===== config.mk =====
export PLATFORM = sky130hd
export DESIGN_NAME = sed_queue
export DESIGN_NICKNAME = d
export VERILOG_FILES = /design/src/sv/sed_pkg.sv /design/src/sv/sed_queue.sv
export SDC_FILE = /design/constraint.sdc
export NUM_CORES = 1
export LEC_CHECK = 0
export BUFFER_PORTS_ARGS = -buffer_cell sky130_fd_sc_hd__buf_2
export CORE_UTILIZATION = 25
export CTS_BUF_LIST = sky130_fd_sc_hd__clkbuf_4
export DETAILED_ROUTE_END_ITERATION = 10
export HOLD_SLACK_MARGIN = 0.05
export PLACE_DENSITY_LB_ADDON = 0.3
export SKIP_CTS_REPAIR_TIMING = 1
export SLEW_MARGIN = 20
export SYNTH_ARGS = -nofsm -noshare
export SYNTH_HDL_FRONTEND = slang
export SYNTH_SLANG_ARGS = --single-unit

===== constraint.sdc =====
create_clock -name clk -period 10.05 [get_ports clk]
set_input_delay 1.5075 -clock clk [delete_from_list [all_inputs] [get_ports clk]]
set_output_delay 1.5075 -clock clk [all_outputs]
set_load 0.03 [all_outputs]

===== src/sv/sed_pkg.sv =====
package sed_pkg;

    localparam int MAX_WIDTH  = 1024;
    localparam int MAX_HEIGHT = 4096;
    localparam int COL_W      = $clog2(MAX_WIDTH);
    localparam int ROW_W      = 13;
    localparam int WIDTH_W    = 11;
    localparam int HEIGHT_W   = 13;
    localparam int CFG_W      = 13;
    localparam int PIX_W      = 24;
    localparam int CH_W       = 8;
    localparam int GRAD_W     = 12;
    localparam int SUM_W      = 21;
    localparam int SAT_LIMIT  = 65280;

    typedef enum logic {
        CFG_WIDTH  = 1'b0,
        CFG_HEIGHT = 1'b1
    } cfg_index_t;

    typedef struct packed {
        logic [2:0][2:0][PIX_W-1:0] win;
        logic                       last;
    } sed_entry_t;

    typedef struct packed {
        logic full;
        logic empty;
    } sed_qstat_t;

endpackage


===== src/sv/sed_queue.sv =====
module sed_queue (
    input  logic                 clk,
    input  logic                 rst_n,
    input  logic                 push,
    input  sed_pkg::sed_entry_t  push_data,
    input  logic                 pop,
    output sed_pkg::sed_entry_t  pop_data,
    output sed_pkg::sed_qstat_t  qstat
);

    sed_pkg::sed_entry_t slot_reg [2];
    logic                wr_ptr_reg;
    logic                rd_ptr_reg;
    logic [1:0]          count_reg;
    logic                do_push;
    logic                do_pop;

    assign qstat.full  = count_reg == 2'd2;
    assign qstat.empty = count_reg == 2'd0;
    assign do_push     = push && !qstat.full;
    assign do_pop      = pop && !qstat.empty;
    assign pop_data    = slot_reg[rd_ptr_reg];

    always_ff @(posedge clk)
    begin
        if (do_push)
        begin
            slot_reg[wr_ptr_reg] <= push_data;
        end
    end

    always_ff @(posedge clk or negedge rst_n)
    begin
        if (!rst_n)
        begin
            wr_ptr_reg <= 1'b0;
            rd_ptr_reg <= 1'b0;
            count_reg  <= 2'd0;
        end
        else
        begin
            if (do_push)
            begin
                wr_ptr_reg <= !wr_ptr_reg;
            end
            if (do_pop)
            begin
                rd_ptr_reg <= !rd_ptr_reg;
            end
            if (do_push && !do_pop)
            begin
                count_reg <= count_reg + 2'd1;
            end
            else if (do_pop && !do_push)
            begin
                count_reg <= count_reg - 2'd1;
            end
        end
    end

endmodule


Word-level counts from Yosys, hierarchy flattened
Memory sizes are Yosys's and may differ from the RTL's.
Index checks and enable logic that the tools add are counted.
{"block": "word_totals", "regBits": 4, "ram_bits": 434, "output_inout_bits": 219, "word_cells": 23, "mem_count": 1}
{"name": "slot_reg", "depth": 2, "word_bits": 217, "rd": 1, "rd_ports_with_merged_regs": 0, "write_ports": 1, "line": "sed_queue.sv:11", "rtl": "sed_pkg::sed_entry_t slot_reg [2];"}
{"block": "classes", "n_addsub": 2, "n_eq_ne": 1, "mux": 4, "reduce_logical": 12}
{"operator": "1-bit logical NOT", "n": 6}
{"operator": "1-bit logical AND", "n": 4}
{"operator": "2-bit 2-to-1 mux", "n": 2}
{"operator": "2-bit by 1-bit adder with 2-bit output (second input constant)", "n": 1}
{"operator": "2-bit == test (second input constant)", "n": 1}
{"operator": "2-bit logical NOT", "n": 1}
{"operator": "1-bit 2-to-1 mux", "n": 2}
{"operator": "2-bit nonzero test", "n": 1}
{"operator": "2-bit by 1-bit subtractor with 2-bit output (second input constant)", "n": 1}

Logic depth before layout (Yosys ltp)
{"block": "depth", "ltp_word": 7, "ltp_mapped": 7, "ltp_nobuf": 7}

Worst setup path before layout
OpenSTA, ideal clock, no wires.
{"block": "synth_timing", "kind": "input -> register", "startpoint": "input push", "endpoint": "memory slot_reg[0][0] (netlist bit) (enable)", "setup_ns": 0.798, "arrival_ns": 10.590, "t_required_ns": 9.252, "slack_ns": -1.338, "cell_stages": 2, "path_cell_list": "nand2_1 > nor2_1"}
{"block": "synth_between", "elab_chain_len": 3}
{"element": "start, declared", "line": "sed_queue.sv:4", "rtl": "input logic push,"}
{"element": "1-bit logical AND", "line": "sed_queue.sv:20", "rtl": "assign do_push = push && !qstat.full;"}
{"element": "1-bit 2-to-1 mux", "line": "sed_queue.sv:26", "rtl": "if (do_push)"}
{"element": "1-bit 2-to-1 mux (not written as such)", "line": "sed_queue.sv:28", "rtl": "slot_reg[wr_ptr_reg] <= push_data;"}
{"element": "end, declared", "line": "sed_queue.sv:11"}
No other way between the ends.

==> run summary <==
result of the run: completed
area growth from synthesis to layout: 28.5%
hold crit path type: in -> async
R2R depth: 4
cell count after synthesis: 694
share of total power in sequential cells: 40.1%
pin slew with the least headroom to its limit: 1.04 ns
count of H-tree levels built during CTS: 3
number of maximum-capacitance violations: 0
root buffer cell: clkbuf_4
met1 layer usage reported by global route: 11.7%
setup slack, reg-to-reg: 6.82 ns
critical setup path kind: reg -> out
CP Launch Type: register
CTS tree: done
worst path required time: 8.54 ns
most frequent standard cell in the layout excluding fill and tap cells: buf_2
GRT met2 Usage: 16.8%
leftover overflow at the end of global routing: 0
violation count after the first detailed-route iteration: 336
synthesized cell area: 0.0163 mm2
DRC viols: 0
clk sink count: 438
average vias per placed instance: 3.91
distinct cell type count after synthesis: 17
top-area cell type share of the netlist area: 80.0%
die area: 0.0662 mm2
Data arrival, critical path: 3.45 ns
Switching Share: 36.2%
cell taking the most area after synthesis: edfxtp_1
per-instance average area after synthesis: 23.5 um2
overall routing resource usage: 10.5%
clk slew on worst S/H paths: 0.06 ns
shortest clock period the worst path allows after layout: 4.96 ns
max_slew headroom: 30.4%
width of the die: 257 um
total leakage power: 8.09 nW
destination of the worst register-to-register timing path: slot_reg[1][117]
number of top-level design ports: 440
switching power summed over all nets: 0.00239 W
power density over cell area: 315 mW/mm2
Initial DRT Pass Iterations: 4
share of final-layout standard cells stronger than drive strength 1: 65.1%
Starting Density: 25.3%
final worst setup slack: 5.09 ns
most area-consuming cells after synthesis: edfxtp_1 80%, mux2_4 9.2%, mux2_2 8.1%
RSZ-0062 raised after global routing: false
worst IR drop on VDD: 0.000168 V
Synthesized Nets: 916
internal power: 0.00421 W
Tcrit/Tclk final: 49.3%
worst skew pair latency: 0.82 ns
relative contribution of combinational cells to total power: 36.6%
number of synthesized register bits: 438
maximum number of pins on one net before global-route repair: 103
largest clock skew in the final design: 0.0274 ns
remaining antenna violation count: 0
vertical die dimension: 257 um
RR Startpoint: count_reg[0]
busiest grt layer: met2
met3 routing resource usage after global routing: 5.12%
total of fill cells in the finished design: 6399
clock buffers created by TritonCTS: 117
maximum operating frequency: 0.202 GHz
placeable core region: 0.0645 mm2
routed len/inst: 16.2 um
maximum clock path buffer count: 3
count of final hold-check violations: 0
initial antenna violation count: 11
number of global-route vias before repair: 9314
gpl congestion: 0.745
clock share of power: 23.3%
setup violation total in the final timing report: 0
most frequent cells in the layout: 439 x buf_2, 434 x edfxtp_1, 185 x clkbuf_4, 117 x mux2_2, 100 x mux2_4
Fin Setup TNS: 0 ns
Yosys warning count: 0
crit-path max FO: 68
final slew viol count: 0
Row Count: 93
port buffer count: 439
element type at the critical path end: output pin
Post-layout nets: 1459
fraction of the yosys area taken by sequential cells: 80.6%
HPWL after detailed placement: 23000 um
aggregate routed wire length: 35400 um
Overall Power: 0.00659 W
Post-Place Worst Slack: 5.80 ns
vias after detailed routing: 8533
Largest register FFs: 434
global-route wire length before repair: 53200 um
==> area by class of cell <==
cell class	instances	area [um2]	share of cell area, %
sequential	438	13100	62.8
multi-input combinational	230	2920	14.0
timing repair buffer	448	2280	10.9
clock buffer	185	1390	6.64
tap	855	1070	5.11
clock inverter	17	104	0.496
antenna	8	20.0	0.0957
inverter	2	7.51	0.0359
==> Yosys cell counts <==
master / instances
edfxtp_1: 434
mux2_2: 117
mux2_4: 100
buf_2: 10
buf_8: 10
dfrtp_1: 4
nor2_1: 3
xnor2_1: 3
buf_4: 2
buf_6: 2
inv_1: 2
xor2_1: 2
and3_1: 1
ha_1: 1
nand2_1: 1
nand2b_1: 1
o21ai_0: 1
==> logic make-up (layout without fill, tap and decap cells) <==
kind of cell	count (synthesis)	after routing	synth area share [%]
AND/OR/NAND/NOR	6	6	0.169
AO/OA/AOI/OAI	1	1	0.0307
other	0	8	0
adder cells (fa/ha/maj)	1	1	0.0768
XOR/XNOR	5	5	0.269
buffers and inverters	26	652	1.51
multiplexers	217	217	17.3
flip-flops	438	438	80.6
==> power by group through the flow <==
stage | sequential [W] | combinational [W] | clock (W)
finish | 0.00265 | 0.00241 | 0.00154
global route | 0.00269 | 0.00255 | 0.00170
CTS | 0.00265 | 0.00246 | 0.00162
detailed placement | 0.00269 | 0.00246 | 0
global placement | 0.00267 | 0.00246 | 0
floorplan | 0.00270 | 0.00188 | 0
==> critical path: stages (launching register included) <==
cell and delay (ns):
dfrtp_4 1.05, buf_4 0.82, mux2_2 0.43, buf_2 0.18
==> metal layers <==
metal / wire [um] / share of wire [%]
met4: 846 / 2.4
met5: 66 / 0.19
met2: 17200 / 49
met3: 3430 / 9.7
met1: 13800 / 39
==> through the flow <==
stage	instance area (um2)	instances	hold slack, ns	utilization (%)
after floorplan	16300	694	0.479	-
after global placement	19400	1973	0.500	30.1
after detailed placement	19400	1973	0.541	30.1
after CTS	20900	2175	0.359	32.4
after global routing	20900	2183	0.378	32.5
final	20900	2183	0.514	32.5
==> worst max path at each step <==
| stage | slack, ns | endpoint | start |
|---|---|---|---|
| after floorplan | 2.34 | slot_reg[0][0] | push |
| after global placement | 5.81 | slot_reg[1][152] | push |
| after detailed placement | 5.80 | slot_reg[1][117] | push |
| after CTS | 4.88 | pop_data[55] | rd_ptr_reg |
| after global routing | 4.81 | pop_data[55] | rd_ptr_reg |
| final | 5.09 | pop_data[55] | rd_ptr_reg |
Power figures use the tool's default switching activity.
