**config.mk**
```make
export PLATFORM = sky130hd
export DESIGN_NAME = sed_back
export DESIGN_NICKNAME = d
export VERILOG_FILES = /design/src/sv/sed_pkg.sv /design/src/sv/sed_back.sv
export SDC_FILE = /design/constraint.sdc
export NUM_CORES = 2
export LEC_CHECK = 0
export BUFFER_PORTS_ARGS = -buffer_cell sky130_fd_sc_hd__buf_2
export CAP_MARGIN = 20
export CORE_UTILIZATION = 40
export DETAILED_ROUTE_END_ITERATION = 12
export PLACE_DENSITY = 0.57
export SLEW_MARGIN = 30
export SYNTH_ARGS = -nofsm -noshare
export SYNTH_HDL_FRONTEND = slang
export SYNTH_SLANG_ARGS = --single-unit
```
**constraint.sdc**
```tcl
create_clock -name clk -period 6.9 [get_ports clk]
set_input_delay 1.725 -clock clk [delete_from_list [all_inputs] [get_ports clk]]
set_output_delay 1.725 -clock clk [all_outputs]
set_load 0.01 [all_outputs]
```
**src/sv/sed_pkg.sv**
```systemverilog
package sed_pkg;

    localparam int MAX_WIDTH  = 1024;
    localparam int MAX_HEIGHT = 4096;
    localparam int COL_W      = $clog2(MAX_WIDTH);
    localparam int ROW_W      = 13;
    localparam int WIDTH_W    = 11;
    localparam int HEIGHT_W   = 13;
    localparam int CFG_W      = 13;
    localparam int PIX_W      = 24;
    localparam int CH_W       = 8;
    localparam int GRAD_W     = 12;
    localparam int SUM_W      = 21;
    localparam int SAT_LIMIT  = 65280;

    typedef enum logic {
        CFG_WIDTH  = 1'b0,
        CFG_HEIGHT = 1'b1
    } cfg_index_t;

    typedef struct packed {
        logic [2:0][2:0][PIX_W-1:0] win;
        logic                       last;
    } sed_entry_t;

    typedef struct packed {
        logic full;
        logic empty;
    } sed_qstat_t;

endpackage

```
**src/sv/sed_back.sv**
```systemverilog
module sed_back (
    input  logic                      clk,
    input  logic                      rst_n,
    input  sed_pkg::sed_qstat_t       qstat,
    input  sed_pkg::sed_entry_t       pop_data,
    output logic                      pop,
    output logic                      out_valid,
    input  logic                      out_ready,
    output logic [sed_pkg::CH_W-1:0]  edge_red,
    output logic [sed_pkg::CH_W-1:0]  edge_green,
    output logic [sed_pkg::CH_W-1:0]  edge_blue,
    output logic                      frame_last
);

    typedef enum logic [2:0] {
        B_IDLE,
        B_SQ,
        B_ROOT,
        B_RND,
        B_DONE
    } bstate_t;

    bstate_t                                state_reg;
    logic signed [sed_pkg::GRAD_W-1:0]      gx_reg [3];
    logic signed [sed_pkg::GRAD_W-1:0]      gy_reg [3];
    logic signed [sed_pkg::GRAD_W-1:0]      gx_next [3];
    logic signed [sed_pkg::GRAD_W-1:0]      gy_next [3];
    logic [sed_pkg::SUM_W-1:0]              s_reg [3];
    logic [sed_pkg::SUM_W-1:0]              s_next [3];
    logic [sed_pkg::CH_W-1:0]               q_reg [3];
    logic [sed_pkg::CH_W-1:0]               q_root [3];
    logic [sed_pkg::CH_W-1:0]               q_rnd [3];
    logic [2:0]                             bit_reg;
    logic                                   last_reg;
    logic                                   load_out;

    assign pop      = (state_reg == B_IDLE) && !qstat.empty;
    assign load_out = (state_reg == B_DONE) && (!out_valid || out_ready);

    always_comb
    begin
        logic signed [sed_pkg::GRAD_W-1:0] pv [3][3];
        logic signed [2*sed_pkg::GRAD_W-1:0] sx;
        logic signed [2*sed_pkg::GRAD_W-1:0] sy;
        logic signed [2*sed_pkg::GRAD_W-1:0] ss;
        logic [sed_pkg::CH_W-1:0] t;
        logic [2*sed_pkg::CH_W-1:0] tt;
        logic [2*sed_pkg::CH_W-1:0] qsq;
        logic [2*sed_pkg::CH_W:0] qq;
        for (int c = 0; c < 3; c++)
        begin
            for (int y = 0; y < 3; y++)
            begin
                for (int x = 0; x < 3; x++)
                begin
                    pv[y][x] = $signed({4'b0,
                        pop_data.win[y][x][sed_pkg::PIX_W-1-sed_pkg::CH_W*c -: sed_pkg::CH_W]});
                end
            end
            gx_next[c] = pv[0][2] - pv[0][0] + (pv[1][2] <<< 1) - (pv[1][0] <<< 1)
                + pv[2][2] - pv[2][0];
            gy_next[c] = pv[2][0] - pv[0][0] + (pv[2][1] <<< 1) - (pv[0][1] <<< 1)
                + pv[2][2] - pv[0][2];

            sx = gx_reg[c] * gx_reg[c];
            sy = gy_reg[c] * gy_reg[c];
            ss = sx + sy;
            s_next[c] = ss[sed_pkg::SUM_W-1:0];

            t = q_reg[c] | (sed_pkg::CH_W'(1) << bit_reg);
            tt = t * t;
            q_root[c] = ({{(sed_pkg::SUM_W-2*sed_pkg::CH_W){1'b0}}, tt} <= s_reg[c])
                ? t : q_reg[c];

            qsq = q_reg[c] * q_reg[c];
            qq = {1'b0, qsq} + {{(sed_pkg::CH_W+1){1'b0}}, q_reg[c]};
            if (s_reg[c] > sed_pkg::SUM_W'(sed_pkg::SAT_LIMIT))
            begin
                q_rnd[c] = '1;
            end
            else if (s_reg[c] > {{(sed_pkg::SUM_W-2*sed_pkg::CH_W-1){1'b0}}, qq})
            begin
                q_rnd[c] = q_reg[c] + 1'b1;
            end
            else
            begin
                q_rnd[c] = q_reg[c];
            end
        end
    end

    always_ff @(posedge clk)
    begin
        for (int c = 0; c < 3; c++)
        begin
            unique case (state_reg)
                B_IDLE:
                begin
                    gx_reg[c] <= gx_next[c];
                    gy_reg[c] <= gy_next[c];
                end
                B_SQ:
                begin
                    s_reg[c] <= s_next[c];
                    q_reg[c] <= '0;
                end
                B_ROOT:
                begin
                    q_reg[c] <= q_root[c];
                end
                B_RND:
                begin
                    q_reg[c] <= q_rnd[c];
                end
                B_DONE:
                begin
                end
                default:
                begin
                end
            endcase
        end
        if (pop)
        begin
            last_reg <= pop_data.last;
        end
        if (load_out)
        begin
            edge_red   <= q_reg[0];
            edge_green <= q_reg[1];
            edge_blue  <= q_reg[2];
            frame_last <= last_reg;
        end
    end

    always_ff @(posedge clk or negedge rst_n)
    begin
        if (!rst_n)
        begin
            state_reg <= B_IDLE;
            bit_reg   <= '0;
            out_valid <= 1'b0;
        end
        else
        begin
            if (load_out)
            begin
                out_valid <= 1'b1;
            end
            else if (out_ready)
            begin
                out_valid <= 1'b0;
            end
            unique case (state_reg)
                B_IDLE:
                begin
                    if (pop)
                    begin
                        state_reg <= B_SQ;
                    end
                end
                B_SQ:
                begin
                    bit_reg   <= '1;
                    state_reg <= B_ROOT;
                end
                B_ROOT:
                begin
                    bit_reg <= bit_reg - 1'b1;
                    if (bit_reg == '0)
                    begin
                        state_reg <= B_RND;
                    end
                end
                B_RND:
                begin
                    state_reg <= B_DONE;
                end
                B_DONE:
                begin
                    if (load_out)
                    begin
                        state_reg <= B_IDLE;
                    end
                end
                default:
                begin
                    state_reg <= B_IDLE;
                end
            endcase
        end
    end

endmodule

```
== Yosys cells after proc, flatten, opt, wreduce, memory -nomap -nowiden ==
Memories as Yosys holds them, arrays and structs flattened.
Cells that the tools add are included.

* Logic and storage cells: 130
* Memories kept: 4
* RAM bits: 159
* Input port bits: 222
* Bits in registers: 33

{| class="wikitable"
|+ Memory list
! name !! words !! bits a word !! read ports !! clocked after memory_dff !! write ports !! RTL line !! text
|-
| s_reg || 3 || 21 || 3 || 0 || 3 || sed_back.sv:28 || <nowiki>logic [sed_pkg::SUM_W-1:0] s_reg [3];</nowiki>
|-
| gx_reg || 3 || 12 || 3 || 0 || 3 || sed_back.sv:24 || <nowiki>logic signed [sed_pkg::GRAD_W-1:0] gx_reg [3];</nowiki>
|-
| gy_reg || 3 || 12 || 3 || 0 || 3 || sed_back.sv:25 || <nowiki>logic signed [sed_pkg::GRAD_W-1:0] gy_reg [3];</nowiki>
|-
| q_reg || 3 || 8 || 3 || 0 || 3 || sed_back.sv:30 || <nowiki>logic [sed_pkg::CH_W-1:0] q_reg [3];</nowiki>
|}

* Equality and inequality tests: 7
* Bitwise logic cells: 9
* Multiplexer cells: 30
* Multipliers: 12
* Reduce and logical (&&, ||, !) cells: 10
* $add $sub $neg: 40
* $lt $le $gt $ge: 9
* Shift-type cells: 1

{| class="wikitable"
|+ Operators by type and width
! operator !! count
|-
| multiplier 12 x 12 -> 21 bit || 6
|-
| two-way mux 8 bit || 15
|-
| multiplier 8 x 8 -> 16 bit || 6
|-
| adder 12 x 9 -> 12 bit || 6
|-
| subtractor 11 x 10 -> 12 bit || 6
|-
| subtractor 12 x 9 -> 12 bit || 6
|-
| adder 9 x 10 -> 11 bit || 6
|-
| adder 21 bit || 3
|-
| greater-than comparator 21 x 16 -> 1 bit (second input constant) || 3
|-
| greater-than comparator 21 x 17 -> 1 bit || 3
|-
| less-or-equal comparator 16 x 21 -> 1 bit || 3
|-
| subtractor 8 x 8 -> 9 bit || 6
|-
| adder 16 x 8 -> 17 bit || 3
|-
| adder 8 x 1 -> 8 bit (second input constant) || 3
|-
| bitwise OR 8 bit || 3
|-
| case mux 3 bit (5 select lines) || 1
|-
| two-way mux 1 bit || 10
|-
| two-way mux 3 bit || 3
|-
| << shifter 1 x 3 -> 8 bit (first input constant) || 1
|-
| == test 3 x 2 -> 1 bit (second input constant) || 2
|-
| zero test 3 bit || 2
|-
| != test 2 bit (second input constant) || 3
|-
| bitwise OR 1 bit || 6
|-
| case mux 3 bit (2 select lines) || 1
|-
| other kinds (8) || 11
|}

== Longest topological paths before layout ==
* Word-level depth: 7
* Mapped depth: 28
* Gate-level depth less buffers: 28

== Worst setup path before layout ==
Ideal clock, no wire load.

* Kind: register to register
* From: reg bit_reg[0] (netlist name)
* To: mem q_reg[2][0] (netlist bit) (enable)
* Arrival: 6.330 ns
* Data required time: 6.511 ns
* Setup time: 0.389 ns
* Cell stages (with the launch flop): 27
* Period minus slack after synthesis: 6.719 ns
* Slack: 0.181 ns
* Cell sequence: dfrtp_1 > inv_1 > ha_1 > nor2b_1 > nor2_1 > inv_1 > nand2_1 > inv_1 > fa_1 > fa_1 > inv_1 > fa_1 > fa_1 > inv_1 > ha_1 > or3_1 > o21ai_0 > a21oi_1 > a211oi_1 > a21oi_1 > xor2_1 > ha_1 > nand4_1 > nor4_1 > a21oi_1 > a21boi_0 > a311oi_1

{| class="wikitable"
|+ RTL lines
! element !! RTL line
|-
| end: declaration || sed_back.sv:30
|}

==> impl_results.md <==
* Status: finished clean
* Area grow syn2layout at 9.00%
* Die area at 0.135 mm^2
* Netlist cell types at 69
* Worst reg2reg path depth at 28
* Fraction of layout cells with a size suffix above 1 at between 8 and 9%
* Final setup vio count at 0
* FF+latch count, synth at 192
* Cell mode on critical path: a21oi_1
* Relative slew slack at 41.7%
* Data arrival time of the worst path at 6.88 ns
* Crit path max-delay family: adder cells
* Drt first pass iters at 7
* Root Buffer: clkbuf_16
* Num ports at 249
* Number of flip-flops under the largest register name at 63
* Worst Max-Slew Pin Slew at 0.875 ns
* Hold Path Stages at 0
* Drt total wl at 115 mm
* PortBufs at between 200 and 250
* CP max FO at 9
* DR vias/cell at 4.77
* Hold buffer count at cts at 0
* Mapped Cells at 5511
* Max clock buf depth at 2
* Cell Area, Synth at roughly 0.053 mm^2
* Top FF cell, synth: edfxtp_1
* Largest net degree at the start of global routing at 65
* Seq/Total Area, Yosys at 10.8%
* Syn avg cell area at 9.67 um^2
* Synth Net Count at 7474
* Drt initial violations at 1461
* Total core area at approximately 0.13 mm^2
* GRT overflow at 0
* Peak Freq at 150 MHz
* First-pass GRT wire length at between 150 and 200 mm
* Antenna violations before repair at 7
* Crit. End Element: flop
* RR Endpoint: q_reg[0][0]
* Final period util at between 90% and 100%
* Slowest stage delay, CP at 0.53 ns
* Worst reg-to-reg setup slack at 0.25 ns
* Die height at 367 um
* Total CTS buffers at 17
* DRC at 0
* Post-Layout Cell Count at 7565
* Layout Nets at just under 8000
* Final hold vios at 0
* Clock sinks at approximately 190
* Core Rows at 133
* EDFF count, synth at 185
* Clock Latency Late Sink at 0.53 ns
* Hold crit path type: flop to flop
* CTS clk-pin slew, worst paths at roughly 0.08 ns
* Vias in the first global route at about 39000
* Die Width at 367 um
* Clock Skew at about 0.018 ns
* FF-to-FF Start: bit_reg[1]
* Post-route ant nets at 0
* Ys async rst share at 3.65%
* Hold Startpoint: last_reg
* Total number of vias at 36120
* Fin crit period at 6.65 ns
* Tot GR Track Use at roughly 18%
* Initial Util at 40.4%
* Yosys warns at 0
* Crit path required time at 7.13 ns
* WP depth at 28
* Hpwl dp at 103 mm
* Final core utilization at 44.1%
* Worst path buffer plus inverter count at 5
* Dpl cells at ~7500
* Critical path class: flop to flop
* Pins over their slew limit at 0
* TritonCTS clock tree: yes
* Routability cong. at roughly 0.86
* CP startpoint kind: flop
* Min Hold Slack at approximately 0.44 ns
* Max-cap violations at 0
* H-tree Lvls at 4
* Hold EP: frame_last
* Slowest library cell on the worst path: fa_1
* Wire length per cell at 15.3 um
[Yosys cell counts (6+ instances only)]
cell / n / area share (%)
edfxtp_1: 185 / 10
nor3b_1: 6 / 0.085
nand2b_1: 52 / 0.61
a221oi_1: 25 / 0.41
xnor2_1: 246 / 4.0
nand4_1: 35 / 0.41
o21bai_1: 21 / 0.30
a31oi_1: 20 / 0.23
clkbuf_1: 108 / 0.76
a211oi_1: 19 / 0.27
nor2_1: 222 / 1.6
a21o_1: 71 / 1.0
and2_1: 279 / 3.3
a21oi_1: 168 / 1.6
dfrtp_1: 7 / 0.33
or3_1: 11 / 0.13
o21ai_0: 105 / 0.99
xor2_1: 74 / 1.2
nor4_1: 17 / 0.20
ha_1: 697 / 16
nor2b_1: 68 / 0.80
inv_1: 1514 / 11
o21a_1: 35 / 0.49
o211ai_1: 15 / 0.21
nor3_1: 41 / 0.39
fa_1: 1044 / 39
or2_2: 15 / 0.18
or4_1: 9 / 0.13
nand3_1: 28 / 0.26
nand2_1: 282 / 2.0
and3_1: 9 / 0.11
a21boi_0: 10 / 0.14
[worst max path at each step]
stage,slack [ns],endpoint,startpoint
floorplan,0.18,q_reg[2][0],bit_reg[0]
global placement,0.06,q_reg[2][7],bit_reg[0]
detailed placement,0.02,q_reg[2][5],bit_reg[0]
CTS,0.02,q_reg[0][0],bit_reg[0]
global route,-0.05,q_reg[0][0],bit_reg[1]
finish,0.25,q_reg[0][0],bit_reg[1]
[repair_timing]
action | 4_1_cts | 5_1_grt
pin swaps | 0 | 4
buffers inserted | 0 | 20
resized for setup | 1 | 41
cloned | 0 | 0
setup endpoints to repair | 8 | 27
[cells in the final DEF (no fill, tap or decap), types with 17 or more instances in the layout]
| cell | instances |
|---|---|
| a221oi_1 | 25 |
| buf_2 | 223 |
| a21oi_1 | 163 |
| nand2_1 | 280 |
| inv_1 | 1510 |
| ha_1 | 695 |
| nand4_1 | 35 |
| nor2b_1 | 64 |
| o21ai_0 | 103 |
| nand2b_1 | 52 |
| a31oi_1 | 19 |
| a21o_1 | 71 |
| xnor2_1 | 246 |
| nor3_1 | 39 |
| o21a_1 | 35 |
| clkbuf_16 | 17 |
| buf_4 | 153 |
| nand3_1 | 28 |
| o21bai_1 | 21 |
| and2_1 | 279 |
| xor2_1 | 74 |
| edfxtp_1 | 185 |
| fa_1 | 1044 |
| nor2_1 | 215 |
[through the flow]
step                worst slack, ns  instance area [um^2]  setup TNS (ns)
detailed placement           0.0248                 57200               0
finish                        0.251                 58100               0
floorplan                     0.181                 53300               0
global route                -0.0531                 58100          -0.419
global placement             0.0575                 57200               0
CTS                          0.0231                 57800               0
[layer usage]
metal / global-route usage, % / share of wire (%)
met2: 30.1 / 48
met5: 0 / 0.061
met3: 2.26 / 3.7
met1: 24.9 / 47
met4: 3.85 / 1.5
[kinds of logic (layout without fill, tap and decap cells)]
| logic type | Yosys count | in the layout | synth area share (%) |
|---|---|---|---|
| adder cells (fa/ha/maj) | 1741 | 1741 | 55.6 |
| multiplexers | 8 | 8 | 0.162 |
| flip-flops | 192 | 192 | 10.8 |
| AND/OR/NAND/NOR | 1083 | 1083 | 10.3 |
| AO/OA/AOI/OAI | 538 | 538 | 6.46 |
| other | 0 | 2 | 0 |
| XOR/XNOR | 320 | 320 | 5.26 |
| buffers and inverters | 1629 | 1926 | 11.5 |
[cell type report]
cell class	count	area (um^2)
Tap cell	1755	2200
Sequential cell	192	5730
Antenna cell	2	5.00
Clock buffer	18	429
Timing Repair Buffer	376	2260
Clock inverter	14	166
Inverter	1518	5700
Fill cell	12849	73700
Multi-Input combinational cell	3690	41600
Power is left out: the tool's default activity adds up to more than one toggle a clock period on the data nets, which glitch-free logic cannot reach.
